$ cat src/rtl/fcca_pkg.sv
// Shared types and constants of the FAT cluster chain allocator.
// No dependencies; every other file of the block except fcca_ram refers to it by scoped names.
package fcca_pkg;

    localparam int unsigned CLUSTERS_DEF      = 16;
    localparam int unsigned DIR_ENTRIES_DEF   = 16;
    localparam int unsigned CLUSTER_BYTES_DEF = 1024;

    typedef enum logic [1:0] {
        CMD_CREATE = 2'd0,
        CMD_DELETE = 2'd1,
        CMD_REINIT = 2'd2
    } t_cmd;

    typedef enum logic [2:0] {
        ST_OK        = 3'd0,
        ST_TOO_LARGE = 3'd1,
        ST_DIR_FULL  = 3'd2,
        ST_NO_SPACE  = 3'd3,
        ST_NOT_FOUND = 3'd4
    } t_status;

    typedef struct packed {
        logic [1:0]  command;
        logic [63:0] name_key;
        logic [23:0] size_bytes;
    } t_req;

    typedef struct packed {
        logic [2:0] status;
        logic [3:0] first_cluster;
        logic       first_cluster_valid;
        logic [4:0] cluster_count;
        logic [3:0] directory_slot;
        logic [4:0] free_clusters;
    } t_rsp;

    typedef enum logic [3:0] {
        S_IDLE,
        S_DECODE,
        S_FIND,
        S_ALLOC,
        S_DRD,
        S_DCMP,
        S_WRD,
        S_WNX,
        S_RESP
    } t_state;

    // controller -> datapath
    typedef struct packed {
        logic    latch;
        logic    slot_clr;
        logic    slot_inc;
        logic    alloc_init;
        logic    alloc_step;
        logic    alloc_fin;
        logic    walk_init;
        logic    walk_take;
        logic    walk_next;
        logic    del_fin;
        logic    reinit;
        logic    res_we;
        logic    res_zero;
        t_status res_code;
        logic    load_out;
    } t_ctl;

    // datapath -> controller
    typedef struct packed {
        logic [1:0] cmd;
        logic       too_large;
        logic       no_space;
        logic       cur_active;
        logic       slot_last;
        logic       name_hit;
        logic       clu_used;
        logic       alloc_done;
        logic       has_start;
        logic       rd_end;
        logic       out_free;
    } t_sts;

endpackage

$ cat src/rtl/fcca_req_if.sv
// Command channel: valid/ready handshake carrying one request item.
// Depends on fcca_pkg for the payload type.
interface fcca_req_if;
    logic              valid;
    logic              ready;
    fcca_pkg::t_req    data;

    modport source (output valid, output data, input ready);
    modport sink   (input valid, input data, output ready);
endinterface

$ cat src/rtl/fcca_rsp_if.sv
// Result channel: valid/ready handshake carrying one result item.
// Depends on fcca_pkg for the payload type.
interface fcca_rsp_if;
    logic              valid;
    logic              ready;
    fcca_pkg::t_rsp    data;

    modport source (output valid, output data, input ready);
    modport sink   (input valid, input data, output ready);
endinterface

$ cat src/rtl/fcca_ram.sv
// Generic single-write, single-read RAM with registered read data.
// No dependencies.
module fcca_ram #(
    parameter int WIDTH = 8,
    parameter int DEPTH = 16
) (
    input  logic                                   i_clk,
    input  logic                                   i_we,
    input  logic [(DEPTH > 1 ? $clog2(DEPTH) : 1)-1:0] i_waddr,
    input  logic [WIDTH-1:0]                       i_wdata,
    input  logic [(DEPTH > 1 ? $clog2(DEPTH) : 1)-1:0] i_raddr,
    output logic [WIDTH-1:0]                       o_rdata
);

    logic [WIDTH-1:0] r_mem [DEPTH];
    logic [WIDTH-1:0] r_rdata;

    always_ff @(posedge i_clk) begin
        if (i_we) begin
            r_mem[i_waddr] <= i_wdata;
        end
        r_rdata <= r_mem[i_raddr];
    end

    assign o_rdata = r_rdata;

endmodule

$ cat src/rtl/fcca_ctrl.sv
// Sequencing state machine of the allocator: scans, allocation and chain walk.
// Depends on fcca_pkg; drives fcca_dp through t_ctl and reads t_sts.
module fcca_ctrl (
    input  logic           i_clk,
    input  logic           i_rst_n,
    input  logic           i_in_valid,
    output logic           o_in_ready,
    input  fcca_pkg::t_sts i_sts,
    output fcca_pkg::t_ctl o_ctl
);

    fcca_pkg::t_state r_state, n_state;

    always_ff @(posedge i_clk) begin
        if (!i_rst_n) begin
            r_state <= fcca_pkg::S_IDLE;
        end else begin
            r_state <= n_state;
        end
    end

    // next state
    always_comb begin
        n_state = r_state;
        unique case (r_state)
            fcca_pkg::S_IDLE: begin
                if (i_in_valid) n_state = fcca_pkg::S_DECODE;
            end
            fcca_pkg::S_DECODE: begin
                unique case (i_sts.cmd)
                    fcca_pkg::CMD_CREATE:
                        n_state = i_sts.too_large ? fcca_pkg::S_RESP : fcca_pkg::S_FIND;
                    fcca_pkg::CMD_DELETE: n_state = fcca_pkg::S_DRD;
                    default:              n_state = fcca_pkg::S_RESP;
                endcase
            end
            fcca_pkg::S_FIND: begin
                if (!i_sts.cur_active) begin
                    n_state = i_sts.no_space ? fcca_pkg::S_RESP : fcca_pkg::S_ALLOC;
                end else if (i_sts.slot_last) begin
                    n_state = fcca_pkg::S_RESP;
                end
            end
            fcca_pkg::S_ALLOC: begin
                if (i_sts.alloc_done) n_state = fcca_pkg::S_RESP;
            end
            fcca_pkg::S_DRD: n_state = fcca_pkg::S_DCMP;
            fcca_pkg::S_DCMP: begin
                if (i_sts.cur_active && i_sts.name_hit) begin
                    n_state = fcca_pkg::S_WRD;
                end else if (i_sts.slot_last) begin
                    n_state = fcca_pkg::S_RESP;
                end else begin
                    n_state = fcca_pkg::S_DRD;
                end
            end
            fcca_pkg::S_WRD: begin
                n_state = (!i_sts.has_start || !i_sts.clu_used) ?
                          fcca_pkg::S_RESP : fcca_pkg::S_WNX;
            end
            fcca_pkg::S_WNX: begin
                n_state = i_sts.rd_end ? fcca_pkg::S_RESP : fcca_pkg::S_WRD;
            end
            fcca_pkg::S_RESP: begin
                if (i_sts.out_free) n_state = fcca_pkg::S_IDLE;
            end
            default: n_state = fcca_pkg::S_IDLE;
        endcase
    end

    // outputs
    always_comb begin
        o_ctl          = '0;
        o_ctl.res_code = fcca_pkg::ST_OK;
        o_in_ready     = 1'b0;
        unique case (r_state)
            fcca_pkg::S_IDLE: begin
                o_in_ready  = 1'b1;
                o_ctl.latch = i_in_valid;
            end
            fcca_pkg::S_DECODE: begin
                unique case (i_sts.cmd)
                    fcca_pkg::CMD_CREATE: begin
                        if (i_sts.too_large) begin
                            o_ctl.res_we   = 1'b1;
                            o_ctl.res_zero = 1'b1;
                            o_ctl.res_code = fcca_pkg::ST_TOO_LARGE;
                        end else begin
                            o_ctl.slot_clr = 1'b1;
                        end
                    end
                    fcca_pkg::CMD_DELETE: o_ctl.slot_clr = 1'b1;
                    fcca_pkg::CMD_REINIT: begin
                        o_ctl.reinit   = 1'b1;
                        o_ctl.res_we   = 1'b1;
                        o_ctl.res_zero = 1'b1;
                    end
                    default: begin
                        o_ctl.res_we   = 1'b1;
                        o_ctl.res_zero = 1'b1;
                    end
                endcase
            end
            fcca_pkg::S_FIND: begin
                if (!i_sts.cur_active) begin
                    if (i_sts.no_space) begin
                        o_ctl.res_we   = 1'b1;
                        o_ctl.res_zero = 1'b1;
                        o_ctl.res_code = fcca_pkg::ST_NO_SPACE;
                    end else begin
                        o_ctl.alloc_init = 1'b1;
                    end
                end else if (i_sts.slot_last) begin
                    o_ctl.res_we   = 1'b1;
                    o_ctl.res_zero = 1'b1;
                    o_ctl.res_code = fcca_pkg::ST_DIR_FULL;
                end else begin
                    o_ctl.slot_inc = 1'b1;
                end
            end
            fcca_pkg::S_ALLOC: begin
                if (i_sts.alloc_done) begin
                    o_ctl.alloc_fin = 1'b1;
                    o_ctl.res_we    = 1'b1;
                end else begin
                    o_ctl.alloc_step = 1'b1;
                end
            end
            fcca_pkg::S_DRD: ;
            fcca_pkg::S_DCMP: begin
                if (i_sts.cur_active && i_sts.name_hit) begin
                    o_ctl.walk_init = 1'b1;
                end else if (i_sts.slot_last) begin
                    o_ctl.res_we   = 1'b1;
                    o_ctl.res_zero = 1'b1;
                    o_ctl.res_code = fcca_pkg::ST_NOT_FOUND;
                end else begin
                    o_ctl.slot_inc = 1'b1;
                end
            end
            fcca_pkg::S_WRD: begin
                if (!i_sts.has_start || !i_sts.clu_used) begin
                    o_ctl.del_fin = 1'b1;
                    o_ctl.res_we  = 1'b1;
                end else begin
                    o_ctl.walk_take = 1'b1;
                end
            end
            fcca_pkg::S_WNX: begin
                if (i_sts.rd_end) begin
                    o_ctl.del_fin = 1'b1;
                    o_ctl.res_we  = 1'b1;
                end else begin
                    o_ctl.walk_next = 1'b1;
                end
            end
            fcca_pkg::S_RESP: o_ctl.load_out = i_sts.out_free;
            default: ;
        endcase
    end

endmodule

$ cat src/rtl/fcca_dp.sv
// Datapath of the allocator: used/active bitmaps, link and directory RAMs,
// counters and the result register. Depends on fcca_pkg and fcca_ram.
module fcca_dp #(
    parameter int unsigned CLUSTERS      = fcca_pkg::CLUSTERS_DEF,
    parameter int unsigned DIR_ENTRIES   = fcca_pkg::DIR_ENTRIES_DEF,
    parameter int unsigned CLUSTER_BYTES = fcca_pkg::CLUSTER_BYTES_DEF
) (
    input  logic           i_clk,
    input  logic           i_rst_n,
    input  fcca_pkg::t_ctl i_ctl,
    output fcca_pkg::t_sts o_sts,
    input  fcca_pkg::t_req i_req,
    output logic           o_out_valid,
    input  logic           i_out_ready,
    output fcca_pkg::t_rsp o_out_data
);

    localparam int CW  = $clog2(CLUSTERS);
    localparam int FCW = $clog2(CLUSTERS + 1);
    localparam int DW  = (DIR_ENTRIES > 1) ? $clog2(DIR_ENTRIES) : 1;
    localparam logic [31:0] MAX_BYTES = 32'(CLUSTERS * CLUSTER_BYTES);
    localparam logic [31:0] CB32      = 32'(CLUSTER_BYTES);

    logic [1:0]             r_cmd;
    logic [63:0]            r_name;
    logic [23:0]            r_size;
    logic [CLUSTERS-1:0]    r_used;
    logic [DIR_ENTRIES-1:0] r_active;
    logic [FCW-1:0]         r_free;
    logic [DW-1:0]          r_slot;
    logic [CW-1:0]          r_clu;
    logic [CW-1:0]          r_prev;
    logic [CW-1:0]          r_start;
    logic                   r_has;
    logic [FCW-1:0]         r_taken;
    logic [31:0]            r_acc;
    fcca_pkg::t_status      r_status;
    logic                   r_rzero;
    logic                   r_out_valid;
    fcca_pkg::t_rsp         r_out_data;

    logic          take;
    logic          link_we;
    logic [CW:0]   link_wdata;
    logic [CW:0]   link_rdata;
    logic [63:0]   name_rdata;
    logic [CW:0]   start_rdata;

    assign take = i_ctl.alloc_step && !r_used[r_clu];
    assign link_we = (take && r_has) || (i_ctl.alloc_fin && r_has);
    assign link_wdata = i_ctl.alloc_fin ? {1'b1, {CW{1'b0}}} : {1'b0, r_clu};

    fcca_ram #(.WIDTH(CW + 1), .DEPTH(CLUSTERS)) u_link_ram (
        .i_clk  (i_clk),
        .i_we   (link_we),
        .i_waddr(r_prev),
        .i_wdata(link_wdata),
        .i_raddr(r_clu),
        .o_rdata(link_rdata)
    );

    fcca_ram #(.WIDTH(64), .DEPTH(DIR_ENTRIES)) u_name_ram (
        .i_clk  (i_clk),
        .i_we   (i_ctl.alloc_fin),
        .i_waddr(r_slot),
        .i_wdata(r_name),
        .i_raddr(r_slot),
        .o_rdata(name_rdata)
    );

    fcca_ram #(.WIDTH(CW + 1), .DEPTH(DIR_ENTRIES)) u_start_ram (
        .i_clk  (i_clk),
        .i_we   (i_ctl.alloc_fin),
        .i_waddr(r_slot),
        .i_wdata({r_has, r_start}),
        .i_raddr(r_slot),
        .o_rdata(start_rdata)
    );

    // control state
    always_ff @(posedge i_clk) begin
        if (!i_rst_n) begin
            r_used      <= '0;
            r_active    <= '0;
            r_free      <= FCW'(CLUSTERS);
            r_out_valid <= 1'b0;
        end else begin
            if (i_ctl.reinit) begin
                r_used   <= '0;
                r_active <= '0;
                r_free   <= FCW'(CLUSTERS);
            end
            if (take) begin
                r_used[r_clu] <= 1'b1;
                r_free        <= r_free - 1'b1;
            end
            if (i_ctl.walk_take) begin
                r_used[r_clu] <= 1'b0;
                r_free        <= r_free + 1'b1;
            end
            if (i_ctl.alloc_fin) r_active[r_slot] <= 1'b1;
            if (i_ctl.del_fin)   r_active[r_slot] <= 1'b0;
            if (i_ctl.load_out) begin
                r_out_valid <= 1'b1;
            end else if (i_out_ready) begin
                r_out_valid <= 1'b0;
            end
        end
    end

    // payload
    always_ff @(posedge i_clk) begin
        if (i_ctl.latch) begin
            r_cmd  <= i_req.command;
            r_name <= i_req.name_key;
            r_size <= i_req.size_bytes;
        end
        if (i_ctl.slot_clr) r_slot <= '0;
        if (i_ctl.slot_inc) r_slot <= r_slot + 1'b1;
        if (i_ctl.alloc_init) begin
            r_clu   <= '0;
            r_acc   <= '0;
            r_taken <= '0;
            r_has   <= 1'b0;
        end
        if (i_ctl.alloc_step) begin
            r_clu <= r_clu + 1'b1;
        end
        if (take) begin
            if (!r_has) r_start <= r_clu;
            r_has   <= 1'b1;
            r_prev  <= r_clu;
            r_taken <= r_taken + 1'b1;
            r_acc   <= r_acc + CB32;
        end
        if (i_ctl.walk_init) begin
            r_has   <= start_rdata[CW];
            r_start <= start_rdata[CW-1:0];
            r_clu   <= start_rdata[CW-1:0];
            r_taken <= '0;
        end
        if (i_ctl.walk_take) r_taken <= r_taken + 1'b1;
        if (i_ctl.walk_next) r_clu   <= link_rdata[CW-1:0];
        if (i_ctl.res_we) begin
            r_status <= i_ctl.res_code;
            r_rzero  <= i_ctl.res_zero;
        end
        if (i_ctl.load_out) begin
            r_out_data.status              <= r_status;
            r_out_data.first_cluster       <= (r_rzero || !r_has) ? 4'd0 : 4'(r_start);
            r_out_data.first_cluster_valid <= !r_rzero && r_has;
            r_out_data.cluster_count       <= r_rzero ? 5'd0 : 5'(r_taken);
            r_out_data.directory_slot      <= r_rzero ? 4'd0 : 4'(r_slot);
            r_out_data.free_clusters       <= 5'(r_free);
        end
    end

    always_comb begin
        o_sts.cmd        = r_cmd;
        o_sts.too_large  = {8'd0, r_size} > MAX_BYTES;
        o_sts.no_space   = (32'(r_free) * CB32) < {8'd0, r_size};
        o_sts.cur_active = r_active[r_slot];
        o_sts.slot_last  = (r_slot == DW'(DIR_ENTRIES - 1));
        o_sts.name_hit   = (name_rdata == r_name);
        o_sts.clu_used   = r_used[r_clu];
        o_sts.alloc_done = (r_acc >= {8'd0, r_size});
        o_sts.has_start  = r_has;
        o_sts.rd_end     = link_rdata[CW];
        o_sts.out_free   = !r_out_valid || i_out_ready;
    end

    assign o_out_valid = r_out_valid;
    assign o_out_data  = r_out_data;

endmodule

$ cat src/rtl/fat_cluster_chain_allocator_unit.sv
// FAT-style cluster chain allocator with a flat root directory: top level.
// Depends on fcca_pkg, fcca_req_if, fcca_rsp_if, fcca_ctrl, fcca_dp, fcca_ram.
//
// The unit takes one command at a time (create, delete, reinitialize) and
// returns exactly one result per command. A create first scans the directory
// one slot per cycle for the lowest free slot, then sweeps the cluster table
// one cluster per cycle, linking free clusters until the size is covered. A
// delete reads the directory name RAM slot by slot, with a read state and a
// compare state per slot, until the name matches, then walks the chain
// through the link RAM with a free state and a next state per freed cluster,
// since each hop needs the registered read of the previous entry. The result
// sits in an output register, so the next command is accepted while a result
// waits for its transfer. Cluster occupancy and directory activity live in
// flip-flop bitmaps cleared by reset, so there is no clearing pass after
// reset.
module fat_cluster_chain_allocator_unit #(
    parameter int unsigned CLUSTERS      = fcca_pkg::CLUSTERS_DEF,
    parameter int unsigned DIR_ENTRIES   = fcca_pkg::DIR_ENTRIES_DEF,
    parameter int unsigned CLUSTER_BYTES = fcca_pkg::CLUSTER_BYTES_DEF
) (
    input  logic       i_clk,
    input  logic       i_rst_n,
    fcca_req_if.sink   i_req,
    fcca_rsp_if.source o_rsp
);

    fcca_pkg::t_ctl ctl;
    fcca_pkg::t_sts sts;

    // sequencer: one command in flight, handshakes the command channel
    fcca_ctrl u_ctrl (
        .i_clk     (i_clk),
        .i_rst_n   (i_rst_n),
        .i_in_valid(i_req.valid),
        .o_in_ready(i_req.ready),
        .i_sts     (sts),
        .o_ctl     (ctl)
    );

    // storage, counters and the result register
    fcca_dp #(
        .CLUSTERS     (CLUSTERS),
        .DIR_ENTRIES  (DIR_ENTRIES),
        .CLUSTER_BYTES(CLUSTER_BYTES)
    ) u_dp (
        .i_clk      (i_clk),
        .i_rst_n    (i_rst_n),
        .i_ctl      (ctl),
        .o_sts      (sts),
        .i_req      (i_req.data),
        .o_out_valid(o_rsp.valid),
        .i_out_ready(o_rsp.ready),
        .o_out_data (o_rsp.data)
    );

endmodule

$ cat src/flat_wrapper.sv
// flat-port wrapper written by rule: the top's interface ports become plain ports
module fat_cluster_chain_allocator_unit_flat 
#(
    parameter int unsigned CLUSTERS      = fcca_pkg::CLUSTERS_DEF,
    parameter int unsigned DIR_ENTRIES   = fcca_pkg::DIR_ENTRIES_DEF,
    parameter int unsigned CLUSTER_BYTES = fcca_pkg::CLUSTER_BYTES_DEF
)
  (i_clk, i_rst_n, i_req_valid, i_req_data, i_req_ready, o_rsp_valid, o_rsp_data, o_rsp_ready);
  fcca_req_if i_req_i ();
  fcca_rsp_if o_rsp_i ();
  input  logic i_clk;
  input  logic i_rst_n;
  input wire logic [$bits(i_req_i.valid)-1:0] i_req_valid;
  input wire logic [$bits(i_req_i.data)-1:0] i_req_data;
  output wire logic [$bits(i_req_i.ready)-1:0] i_req_ready;
  output wire logic [$bits(o_rsp_i.valid)-1:0] o_rsp_valid;
  output wire logic [$bits(o_rsp_i.data)-1:0] o_rsp_data;
  input wire logic [$bits(o_rsp_i.ready)-1:0] o_rsp_ready;
  assign i_req_i.valid = i_req_valid;
  assign i_req_i.data = i_req_data;
  assign i_req_ready = i_req_i.ready;
  assign o_rsp_valid = o_rsp_i.valid;
  assign o_rsp_data = o_rsp_i.data;
  assign o_rsp_i.ready = o_rsp_ready;
  fat_cluster_chain_allocator_unit #(.CLUSTERS(CLUSTERS), .DIR_ENTRIES(DIR_ENTRIES), .CLUSTER_BYTES(CLUSTER_BYTES)) u_core (.i_clk(i_clk), .i_rst_n(i_rst_n), .i_req(i_req_i), .o_rsp(o_rsp_i));
endmodule
$ cat config.mk
export PLATFORM = sky130hd
export DESIGN_NAME = fat_cluster_chain_allocator_unit_flat
export DESIGN_NICKNAME = d
export VERILOG_FILES = /design/src/rtl/fcca_pkg.sv /design/src/rtl/fcca_req_if.sv /design/src/rtl/fcca_rsp_if.sv /design/src/rtl/fcca_ram.sv /design/src/rtl/fcca_ctrl.sv /design/src/rtl/fcca_dp.sv /design/src/rtl/fat_cluster_chain_allocator_unit.sv /design/src/flat_wrapper.sv
export SDC_FILE = /design/constraint.sdc
export NUM_CORES = 2
export LEC_CHECK = 0
export BUFFER_PORTS_ARGS = -buffer_cell sky130_fd_sc_hd__buf_4
export CORE_UTILIZATION = 60
export DETAILED_ROUTE_END_ITERATION = 8
export PLACE_DENSITY = 0.79
export SLEW_MARGIN = 20
export SYNTH_ARGS = -nofsm -noshare
export SYNTH_HDL_FRONTEND = slang
export SYNTH_SLANG_ARGS = --single-unit
$ cat constraint.sdc
create_clock -name i_clk -period 19.8 [get_ports i_clk]
set_clock_uncertainty 0.15 [all_clocks]
set_input_delay 3.96 -clock i_clk [delete_from_list [all_inputs] [get_ports i_clk]]
set_output_delay 3.96 -clock i_clk [all_outputs]
set_load 0.01 [all_outputs]
## Word-level counts from Yosys, hierarchy flattened

Memory sizes are Yosys's and may differ from the RTL's. A register that Yosys moved wholly into a read port is not among the register bits.
Index checks and enable logic that the tools add are counted.

| word-level totals | value |
|---|---|
| register bits | 212 |
| memories | 3 |
| logic and storage cells | 185 |
| bits in writable memories | 1184 |
| output and inout bits | 24 |

| operators by class | value |
|---|---|
| muxes and demuxes | 96 |
| magnitude comparators | 7 |
| equal/unequal tests | 17 |
| $add $sub $neg | 6 |
| reductions and logical operators | 27 |
| bitwise logic cells | 6 |

Memories:

| name | depth | width | rd ports | clocked after memory_dff | write ports | line | RTL |
|---|---|---|---|---|---|---|---|
| u_core.u_dp.u_name_ram.r_mem | 16 | 64 | 1 | 1 | 1 | fcca_ram.sv:15 | `logic [WIDTH-1:0] r_mem [DEPTH];` |
| u_core.u_dp.u_link_ram.r_mem | 16 | 5 | 1 | 1 | 1 | fcca_ram.sv:15 |  |
| u_core.u_dp.u_start_ram.r_mem | 16 | 5 | 1 | 1 | 1 | fcca_ram.sv:15 |  |

Operators by type and width:

| operator | number |
|---|---|
| 16-bit two-way mux | 10 |
| 4-bit two-way mux | 20 |
| 5-bit two-way mux | 14 |
| 64-bit == test | 1 |
| 32-bit two-way mux | 2 |
| 1-bit two-way mux | 36 |
| 4-bit one-hot mux with 9 select lines | 1 |
| 32-bit by 11-bit adder with 32-bit output, second input constant | 1 |
| 16-bit bitwise AND | 2 |
| 32-bit by 24-bit >= comparator with 1-bit output | 1 |
| 16-bit NOT | 2 |
| 16-bit bitwise OR | 2 |
| 24-bit by 15-bit greater-than comparator with 1-bit output, second input constant | 1 |
| 15-bit by 24-bit less-than comparator with 1-bit output | 1 |
| 4-bit by 3-bit == test with 1-bit output, second input constant | 4 |
| 4-bit one-hot mux with 3 select lines | 1 |
| 5-bit by 1-bit adder with 5-bit output, second input constant | 2 |
| 4-bit by 5-bit less-than comparator with 1-bit output, second input constant | 2 |
| 4-bit by 1-bit adder with 4-bit output, second input constant | 2 |
| 1-bit binary-select mux with 4-bit select | 2 |
| 1-bit demux with 4-bit select | 2 |
| 4-bit by 2-bit == test with 1-bit output, second input constant | 2 |
| 4-bit == test, second input constant | 2 |
| 4-bit by 1-bit >= comparator with 1-bit output, second input constant | 2 |
| other kinds (23) | 44 |

## Logic depth before layout (Yosys ltp)

| depth | value |
|---|---|
| depth after elaboration | 10 |
| mapped depth | 11 |
| gate-level depth less buffers | 10 |

## By module

From an unflattened synthesis, not the netlist that was laid out.

| second synthesis, totals | value |
|---|---|
| cell total of the unflattened synthesis | 2773 |
| area, all modules | 55746.0 um2 |

Modules (own cells, without submodules):

| module | sequential area each (um2) | instances | area each (um2) | cells each |
|---|---|---|---|---|
| fcca_ram (u_core.u_dp.u_name_ram) | 32030.7 | 1 | 39581.7 | 1647 |
| fcca_dp | 5565.3 | 1 | 9245.1 | 753 |
| fcca_ram (u_core.u_dp.u_link_ram ...) | 2502.4 | 2 | 3213.1 | 155 |
| fcca_ctrl | 80.1 | 1 | 493.0 | 63 |

## Worst setup path before layout

Ideal clock, no wire load.

| path | value |
|---|---|
| path kind | reg2reg |
| start point | register u_core.u_dp.r_acc[15] |
| end point | memory u_core.u_dp.u_name_ram.r_mem[1][0] (enable) |
| period minus slack after synthesis | 7.762 ns |
| path slack | 12.038 ns |
| library setup time | 0.581 ns |
| arrival | 7.031 ns |
| cell stages (with the launch flop) | 10 |
| required time | 19.069 ns |
| path through | edfxtp_1 > ha_1 > nand4_1 > o22ai_1 > a211o_1 > o21ai_1 > a21boi_1 > clkbuf_1 > nand2_1 > nor3_1 |

RTL lines:

| element | line | RTL |
|---|---|---|
| start, declared | fcca_dp.sv:36 | `logic [31:0] r_acc;` |
| start signal, assigned | fcca_dp.sv:134 | `r_acc <= r_acc + CB32;` |
| end, declared | fcca_ram.sv:15 |  |

## Worst setup path in the final report

| path | value |
|---|---|
| start point | register u_core.u_ctrl.r_state[0] |
| end point | output i_req_ready |

| between the ends | value |
|---|---|
| word-level cells in the longest chain between the ends | 2 |

Ends and longest elaborated chain:

| element | line | RTL |
|---|---|---|
| start, declared | fcca_ctrl.sv:12 | `fcca_pkg::t_state r_state, n_state;` |
| start signal, assigned | fcca_ctrl.sv:16 | `r_state <= fcca_pkg::S_IDLE;` |
| start signal, assigned | fcca_ctrl.sv:18 | `r_state <= n_state;` |
| 4-bit logical NOT | fcca_ctrl.sv:76 | `unique case (r_state)` |
| 1-bit two-way mux | fcca_ctrl.sv:76 |  |
| end, declared | flat_wrapper.sv:15 | `output wire logic [$bits(i_req_i.ready)-1:0] i_req_ready;` |

Every way passes these cells.

==> results.cfg <==
[floorplanning]
core_sq_um = 90600
rows = 110
num_io_pins = 118
die_h_um = 305
floorplan.initialDensity = 0.609
die_x_um = 305
fp.dieArea_sq_um = 93200

[drt]
drtAntennaViolNets = 0
vias = 26800
drc = 1
wirelength_mm = 124
first_pass_iters = 9
via_per_inst = 6.73
initialDrtViolationCount = 3680
routedWlPerCell_um = 31.1

[synth]
synthCells = 2492
netlist_area_sq_um = 55200
yosysWarnings = 0
async_flop_share = 0
synth_cell_type_count = 61
synth_ff_type = edfxtp_1
postSynthAreaPerCell_sq_um = 22.1
yosysSeqAreaShare = 0.774
synth_edf_count = 1344
synth-seq-cells = 1460

[power]
switchingPower_mw = 1.33
powerDensity_nw_per_um2 = 102
power_frac_comb = 0.029
clkPwrFrac = 0.422
peakVddDrop_mv = 0.106
power_frac_seq = 0.549
leakage_nw = 19.9
intPower_mw = 5.01
power_switching_share = 0.210

[critical_path]
path_class = register to output port
required_ps = 15690
worst-path-max-fanout = 8
cp_slowest_cell = nor4_1
cp-start-kind = register
endpoint_kind = output port
max_stage_delay_ps = 990
crit_chain = nor4_1 > buf_4
critPathArrivalTime_ps = 2390

[cts]
cts_max_path_buffers = 3
h-tree-depth = 4
path_clk_slew_ps = 60
cts_sinks = 1460
clock_latency_ps = 780
postCtsSetupRepairBufs = 0
ctsResizeCount = 0
cts_buffers = 142
cts_tree = done
postCtsHoldBufs = 0
cts-root-buf = clkbuf_16

[min_path]
hp-class = register to register

[timing]
tns_ps = 0
whs_ps = 283
setup_violations = 0
maxSlewHeadroom = 0.221
tightestPinTransition_ps = 1160
finalHoldViolCount = 0
grt_setup_unrepaired = no
fin_crit_ps = 6500
drv_slew = 0
timing.final.crit_share = 0.328
fmax_mhz = 154

[run_status]
status = complete, but fails checks
violations = DRC

[placement]
place.port_buffers = 117
place_congestion = 0.804
dp_hpwl_mm = 62.0

[final_layout]
final_cell_mix = edfxtp_1, mux4_2, buf_4
diodes = 0
final_common_cell = edfxtp_1
fill_cells = 5185
nNetsFinal = 2818
syn2layout_area_growth_pct = 12.8
layout-drive-gt1-share = 0.277

[global_routing]
grt_max_degree = 143
gr-usage-all-layers = 0.273
antenna_found_initial = 2
grt-ovfl-total = 0
grt_pass1_vias = 27700
grt_pass1_wl_mm = 183

[job]
cap_violations = 0
## final cells by class
cell class,count,area [sq um],area share
repair buffers,164,1280,0.0205
clock inverters,80,842,0.0135
clock buffers,180,3790,0.0609
multi-input cells,898,12100,0.194
inverters,27,101,0.00163
flip-flops and latches,1460,42700,0.686
well taps,1176,1470,0.0236
## cells in the mapped netlist, types with 4 or more instances
cell,n,share of area
edfxtp_1,1344,0.73
a221o_1,4,0.00073
a311oi_1,5,0.00079
and3_1,5,0.00057
a21oi_1,16,0.0015
ha_1,31,0.0070
buf_2,15,0.0014
nand2b_1,6,0.00068
mux4_2,378,0.15
inv_1,25,0.0017
nand3_1,25,0.0023
a22oi_1,5,0.00068
nor2b_1,19,0.0022
nor3_1,15,0.0014
clkbuf_1,74,0.0050
and2_1,17,0.0019
o21ai_0,22,0.0020
a211oi_1,15,0.0020
buf_1,20,0.0014
nor2_1,92,0.0063
xor2_1,72,0.011
a32oi_1,31,0.0049
xnor2_1,12,0.0019
nand2_1,44,0.0030
nor4_1,22,0.0025
dfxtp_1,116,0.042
nand4_1,15,0.0017
## state kept, by name (all words and copies together) (netlist names), 3 cells and up
| signal | flops |
|---|---|
| u_core.u_dp.r_prev | 4 |
| u_core.u_dp.r_size | 24 |
| u_core.u_dp.u_start_ram.o_rdata | 5 |
| u_core.u_dp.u_name_ram.r_mem | 1024 |
| u_core.u_dp.u_start_ram.r_mem | 80 |
| u_core.u_dp.r_status | 3 |
| u_core.u_dp.r_start | 4 |
| u_core.u_dp.u_link_ram.r_mem | 80 |
| u_core.u_dp.r_acc | 22 |
| u_core.u_dp.r_used | 16 |
| u_core.u_dp.r_slot | 4 |
| u_core.u_dp.u_link_ram.o_rdata | 5 |
| u_core.u_dp.o_out_data | 22 |
| u_core.u_dp.r_free | 5 |
| u_core.u_dp.r_clu | 4 |
| u_core.u_dp.r_active | 16 |
| u_core.u_dp.u_name_ram.o_rdata | 64 |
| u_core.u_ctrl.r_state | 4 |
| u_core.u_dp.r_name | 64 |
| u_core.u_dp.r_taken | 5 |
## logic make-up after synthesis
group	Yosys count	share of synthesized area
other	1	0.0000680
DFF	1460	0.774
buffers and inverters	140	0.0102
AOI/OAI and AO/OA	124	0.0164
adders and majority gates	31	0.00703
muxes	381	0.155
xor gates and xnor gates	84	0.0133
and+or+nand+nor	271	0.0240
## path summary, 6_finish.rpt
check,from,to,slack [ps],cells past startpoint
worst min register to register,u_core.u_dp.r_status[2],u_core.u_dp.o_out_data[21],280,0
worst min-delay path,u_core.u_dp.r_status[2],u_core.u_dp.o_out_data[21],280,0
worst max-delay path,u_core.u_ctrl.r_state[0],i_req_ready,13300,2
worst max register to register,u_core.u_dp.r_slot[0],u_core.u_dp.u_start_ram.r_mem[11][4],14290,7
## power by group through the flow
stage	Combinational, mW	Sequential (mW)	Clock (mW)
after floorplan	0.114	3.52	0
after global placement	0.175	3.54	0
after detailed placement	0.180	3.54	0
after CTS	0.183	3.48	2.71
after global routing	0.193	3.49	2.82
final	0.183	3.48	2.68
## critical path: cells and delay by family (launching register included)
kind | cells | cell delay, ps
buf+inv | 1 | 270
flops | 1 | 370
simple gates | 1 | 990
## metrics by stage
stage	power, mW	instance area, sq um	cells	setup WS (ps)	utilization
floorplan	3.64	55200	2498	12040	-
global placement	3.71	57600	3723	13650	0.635
detailed placement	3.72	57600	3724	13610	0.636
CTS	6.37	62200	3984	13350	0.687
global route	6.50	62200	3985	13310	0.687
finish	6.34	62200	3985	13300	0.687
## per-layer routing
metal | track usage | part of all wire | vias up
met5 | 0 | 0 | -
met1 | 0.368 | 0.37 | 14000
met2 | 0.456 | 0.51 | 1700
met4 | 0.0964 | 0.031 | 0
li1 | - | - | 10800
met3 | 0.0489 | 0.089 | 274
Power figures use the tool's default switching activity.
